$ cat src/hw/rtl/bpfa_pkg.sv
`timescale 1ns / 1ps
// ----------------------------------------------------------------------------
// bpfa_pkg
// Shared types and constants for the bitmap page frame allocator.
// ----------------------------------------------------------------------------
package bpfa_pkg;

  localparam int MAP_WORDS  = 1024;
  localparam int PAGE_BYTES = 4096;
  localparam int WORD_BITS  = 32;

  localparam int PAGE_SHIFT = $clog2(PAGE_BYTES);
  localparam int WORD_SHIFT = PAGE_SHIFT + $clog2(WORD_BITS);
  localparam int MAP_AW     = (MAP_WORDS > 1) ? $clog2(MAP_WORDS) : 1;
  localparam int MAP_CW     = $clog2(MAP_WORDS + 1);
  localparam int PAGE_IW    = MAP_AW + $clog2(WORD_BITS);
  localparam int THR_W      = 21;
  localparam int PAGE_CAP   = MAP_WORDS * WORD_BITS;

  localparam logic [THR_W-1:0] LOW_LIMIT_PAGE = THR_W'(32'h0008_0000 >> PAGE_SHIFT);
  localparam logic [THR_W-1:0] ONE_MIB_PAGE   = THR_W'((32'h400 * 32'h400) >> PAGE_SHIFT);
  localparam logic [31:0]      FAIL_ADDR      = 32'hFFFF_FFFF;

  localparam int CFG_IW = 2;
  localparam logic [CFG_IW-1:0] CFG_KERNEL_START = 2'd0;
  localparam logic [CFG_IW-1:0] CFG_KERNEL_END   = 2'd1;
  localparam logic [CFG_IW-1:0] CFG_MEM_HOLE     = 2'd2;
  localparam logic [CFG_IW-1:0] CFG_PAGE_COUNT   = 2'd3;

  localparam logic REQ_INIT  = 1'b0;
  localparam logic REQ_ALLOC = 1'b1;

  localparam logic STATUS_OK   = 1'b0;
  localparam logic STATUS_FULL = 1'b1;

  typedef struct packed {
    logic        req_type;
    logic [31:0] scan_addr;
  } req_t;

  typedef struct packed {
    logic        status;
    logic [31:0] page_addr;
  } rsp_t;

  typedef struct packed {
    logic load_init;
    logic load_alloc;
    logic fill;
    logic scan;
  } cmd_t;

  typedef struct packed {
    logic fill_last;
    logic found;
    logic fail;
  } sts_t;

endpackage

$ cat src/hw/rtl/bpfa_ctrl.sv
`timescale 1ns / 1ps
// ----------------------------------------------------------------------------
// bpfa_ctrl
// Sequencer for map rebuild and allocation scan.
// ----------------------------------------------------------------------------
module bpfa_ctrl (
  input  logic             clk,
  input  logic             rst,
  input  logic             start,
  input  logic             req_type,
  input  bpfa_pkg::sts_t   sts,
  output bpfa_pkg::cmd_t   cmd,
  output logic             busy,
  output logic             done
);

  localparam logic [2:0] ST_IDLE = 3'd0;
  localparam logic [2:0] ST_FILL = 3'd1;
  localparam logic [2:0] ST_SCAN = 3'd2;
  localparam logic [2:0] ST_DONE = 3'd3;

  logic [2:0] state;
  logic [2:0] state_next;

  always_ff @(posedge clk) begin
    if (rst) begin
      state <= ST_IDLE;
    end else begin
      state <= state_next;
    end
  end

  always_comb begin
    state_next = state;
    cmd        = '0;
    unique case (state)
      ST_IDLE: begin
        if (start) begin
          if (req_type == bpfa_pkg::REQ_INIT) begin
            cmd.load_init = 1'b1;
            state_next    = ST_FILL;
          end else begin
            cmd.load_alloc = 1'b1;
            state_next     = ST_SCAN;
          end
        end
      end
      ST_FILL: begin
        cmd.fill = 1'b1;
        if (sts.fill_last) begin
          state_next = ST_DONE;
        end
      end
      ST_SCAN: begin
        cmd.scan = 1'b1;
        if (sts.found || sts.fail) begin
          state_next = ST_DONE;
        end
      end
      ST_DONE: begin
        state_next = ST_IDLE;
      end
      default: begin
        state_next = ST_IDLE;
      end
    endcase
  end

  assign busy = (state != ST_IDLE);
  assign done = (state == ST_DONE);

endmodule

$ cat config.mk
export PLATFORM = sky130hd
export DESIGN_NAME = bpfa_ctrl
export DESIGN_NICKNAME = d
export VERILOG_FILES = /design/src/hw/rtl/bpfa_pkg.sv /design/src/hw/rtl/bpfa_ctrl.sv
export SDC_FILE = /design/constraint.sdc
export NUM_CORES = 1
export LEC_CHECK = 0
export ABC_AREA = 1
export BUFFER_PORTS_ARGS = -buffer_cell sky130_fd_sc_hd__buf_2
export CAP_MARGIN = 20
export CORE_AREA = 2 2 39 41
export DETAILED_ROUTE_END_ITERATION = 10
export DIE_AREA = 0 0 41 43
export GPL_ROUTABILITY_DRIVEN = 0
export PLACE_DENSITY_LB_ADDON = 0.05
export SLEW_MARGIN = 10
export SYNTH_ARGS = -nofsm -noshare
export SYNTH_HDL_FRONTEND = slang
export SYNTH_SLANG_ARGS = --single-unit
$ cat constraint.sdc
create_clock -name clk -period 3.3 [get_ports clk]
set_input_delay 0.165 -clock clk [delete_from_list [all_inputs] [get_ports clk]]
set_output_delay 0.165 -clock clk [all_outputs]
set_load 0.02 [all_outputs]
# Word level (Yosys, flattened, before mapping)
# Index checks and enable logic that the tools add are counted.
[totals]
register_bits = 3
input_bits = 7
word_cells = 22
[classes]
eq_ne = 6
muxes = 11
n_reduce_logical = 4
[ops]
columns = ["cell", "n"]
rows = [
  ["$mux W3", 3],
  ["$pmux W3 S3", 1],
  ["$eq A3 B2 Y1 const B", 2],
  ["$mux W2", 3],
  ["$ne A2 B2 Y1 const B", 3],
  ["$mux W1", 4],
  ["$eq A3 B1 Y1 const B", 1],
  ["$logic_not A3 Y1", 1],
  ["$reduce_and A3 Y1", 1],
  ["$reduce_bool A3 Y1", 1],
  ["$logic_or A1 B1 Y1", 1],
]

# Depth between registers and ports, before layout
[depth]
word_depth = 3
mapped_depth = 8
ltp_nobuf = 8

# Worst setup path before layout
# No wires, ideal clock.
[synth_path]
kind = "register to register"
start = "register state[1]"
end = "register state[0]"
t_arrival_ns = 1.126
required_ns = 3.187
path_slack_ns = 2.061
stages_incl_launch_ff = 9
path_buffers = 0
cell_sequence = "dfxtp_1 > inv_1 > ha_1 > nand2_2 > nand2_2 > nor2_4 > nand2_1 > nand2_1 > nor2_1"
[synth_between]
elab_chain_cells = 3
word_cells_on_any_way = 8
[synth_lines]
columns = ["item", "line", "source"]
rows = [
  ["start, declared", "bpfa_ctrl.sv:22", "logic [2:0] state;"],
  ["start signal, assigned", "bpfa_ctrl.sv:29", "state <= state_next;"],
  ["$eq A3 B2 Y1 (tied with other cells)", "bpfa_ctrl.sv:36", "unique case (state)"],
  ["$ne A2 B2 Y1 (no source line)", "-", ""],
  ["$reduce_and A3 Y1 (no source line)", "-", ""],
]
# Several ways; a longest one is shown, not always the timed one.
# A chain may end at the register's enable or synchronous reset.

==> impl_metrics.env <==
export IMPL_status="complete, no violations"
export IMPL_path_cells="inv_1 > ha_1 > nand2_1 > nor2_1 > buf_2"
export IMPL_die_w_um=41
export IMPL_r2r_cells=8
export IMPL_cp_max_fo=5
export IMPL_worstHoldPathCells=4
export IMPL_largest_reg_flops=2
export IMPL_cts_num_sinks=2
export IMPL_drt_wirelength_per_cell_um=6.73
export IMPL_antenna_left=0
export IMPL_cts_hold_buffers=0
export IMPL_setup_ws_ps=1900
export IMPL_cts_setup_buffers=0
export IMPL_worstSetupStartpointType="register"
export IMPL_cts_buffers=3
export IMPL_final_cell_mix="12 x buf_2, 11 x nand2_1, 9 x inv_1"
export IMPL_overflow=0
export IMPL_area_growth_syn_to_layout_pct=40.4
export IMPL_vias=257
export IMPL_grt_max_degree=6
export IMPL_port_buffers=12
export IMPL_core_area_um2=1380
export IMPL_grt_total_usage=0.0611
export IMPL_ys_seq_area_frac=0.158
export IMPL_drt_iter0_drc=0
export IMPL_routed_wl_um=478
export IMPL_yosys_area_top_type="ha_1"
export IMPL_ys_seq_elements=2
export IMPL_relSlewSlack=0.877
export IMPL_top_regs="state (2)"
export IMPL_cp_end_kind="output pin"
export IMPL_cp_top_family="flip-flops"
export IMPL_synth_distinct_cells=9
export IMPL_worstSkewPairLatency_ps=220
export IMPL_worst_path_max_delay_cell="dfxtp_1"
export IMPL_post_route_period_util=0.423
export IMPL_syn_area_per_cell_um2=6.35
export IMPL_vias_per_cell=3.62
export IMPL_dp_cells=68
export IMPL_h_tree_depth=1
export IMPL_peakVddDrop_uv=283
export IMPL_final_layout_size_suffix_gt1_frac=0.364
export IMPL_grt_pass1_vias=214
export IMPL_p_leak_nw=0.230
export IMPL_cp_num_buf_inv=2
export IMPL_power_density_nw_per_um2=908
export IMPL_cts_root_buf="clkbuf_4"
export IMPL_clock_skew_ps=3.84
export IMPL_max_stage_delay_ps=400
export IMPL_worst_slew_pin_transition_ps=184
export IMPL_crit_cells=5
export IMPL_drt_pass1_iter_count=1
export IMPL_required_ps=3130
export IMPL_clockBufferDepth=2
export IMPL_die_y_um=43
export IMPL_maxSlewViolCount=0
export IMPL_yosysTopAreaCellShare=0.296
export IMPL_rsz0062_at_grt="false"
export IMPL_regMostFlops="state"
export IMPL_clk_pin_slew_ps=30
export IMPL_yosysWarnings=0
export IMPL_die_area_um2=1760
export IMPL_instances_no_fill=71
export IMPL_rows=14
export IMPL_antenna_cells=0
export IMPL_synthCells=40
export IMPL_finalCriticalPeriod_ps=1400
export IMPL_dp_hpwl_um=421
export IMPL_worstSetupPathType="register to output pin"
export IMPL_drc_errors=0
export IMPL_antenna_found_initial=0
export IMPL_fmax_ghz=0.717
export IMPL_cts_resized=0
export IMPL_cp_arrival_ps=1230
export IMPL_netlist_area_um2=254
export IMPL_place_ws_ps=1990
export IMPL_fin_nets=70
export IMPL_initial_core_util=0.184
export IMPL_final_setup_tns_ps=0
export IMPL_synth_area_leaders="ha_1 30%, nand2_1 16%, dfxtp_1 16%"
export IMPL_cap_violations=0
export IMPL_hold_viol_final=0
export IMPL_syn_nets=53
export IMPL_grt_pass1_wl_um=738
export IMPL_final_setup_viol_count=0
export IMPL_hold_class="input port to register"
export IMPL_io_pins=13
export IMPL_cts_tree="yes"
export IMPL_final_common_cell="buf_2"
[final cells by class]
| class | instances | area, um^2 |
|---|---|---|
| well taps | 16 | 20.0 |
| fillers | 167 | 1030 |
| clock buffers | 3 | 22.5 |
| repair buffers | 12 | 60.1 |
| flip-flops and latches | 2 | 40.0 |
| inverters | 9 | 33.8 |
| multi-input cells | 29 | 180 |
[Yosys cell counts]
| cell type | n |
|---|---|
| dfxtp_1 | 2 |
| nand2_1 | 11 |
| inv_1 | 9 |
| ha_1 | 6 |
| nor2_4 | 1 |
| nor2_2 | 1 |
| nor2_1 | 6 |
| nand2_2 | 3 |
| o21ai_1 | 1 |
[per-layer routing]
layer	wire (um)	up-vias	global-route usage
li1	-	143	-
met1	217	105	0.0732
met2	220	9	0.0906
met3	41	0	0.0314
met4	0	0	0.0200
met5	0	-	0
[per-stage QoR]
step / power [mW] / hold WS (ps) / instance area, um^2 / util
after floorplan: 0.226 / 320 / 254 / -
after detailed placement: 0.280 / 423 / 334 / 0.241
after global routing: 0.367 / 208 / 357 / 0.258
final: 0.324 / 187 / 357 / 0.258
after global placement: 0.284 / 423 / 334 / 0.241
after CTS: 0.336 / 188 / 357 / 0.258
[report_power, final]
part | switching [mW] | leakage, nW | total, mW | internal, mW
Sequential | 0.0161 | 0.0167 | 0.0530 | 0.0368
Clock | 0.0124 | 0.0138 | 0.0523 | 0.0400
Combinational | 0.136 | 0.199 | 0.218 | 0.0822
[worst paths after layout]
check / from / end / slack (ps)
max: state[0] / cmd[2] / 1900
min: rst / state[0] / 190
max reg2reg: state[0] / state[1] / 2020
min reg2reg: state[1] / state[1] / 540
[worst reg2reg max path: stages, from the launching register on]
cell and delay [ps]:
dfxtp_1 400, inv_1 110, ha_1 240, nand2_2 80, nand2_2 60, nor2_4 130, nand2_1 60, nand2_1 60
nor2_1 40
[cell families after synthesis]
kind of cell,Yosys count,synth area share
and+or+nand+nor,22,0.394
buffers and inverters,9,0.133
adders and majority gates,6,0.296
DFF,2,0.158
AOI/OAI and AO/OA,1,0.0197
(Power assumes the default switching activity.)
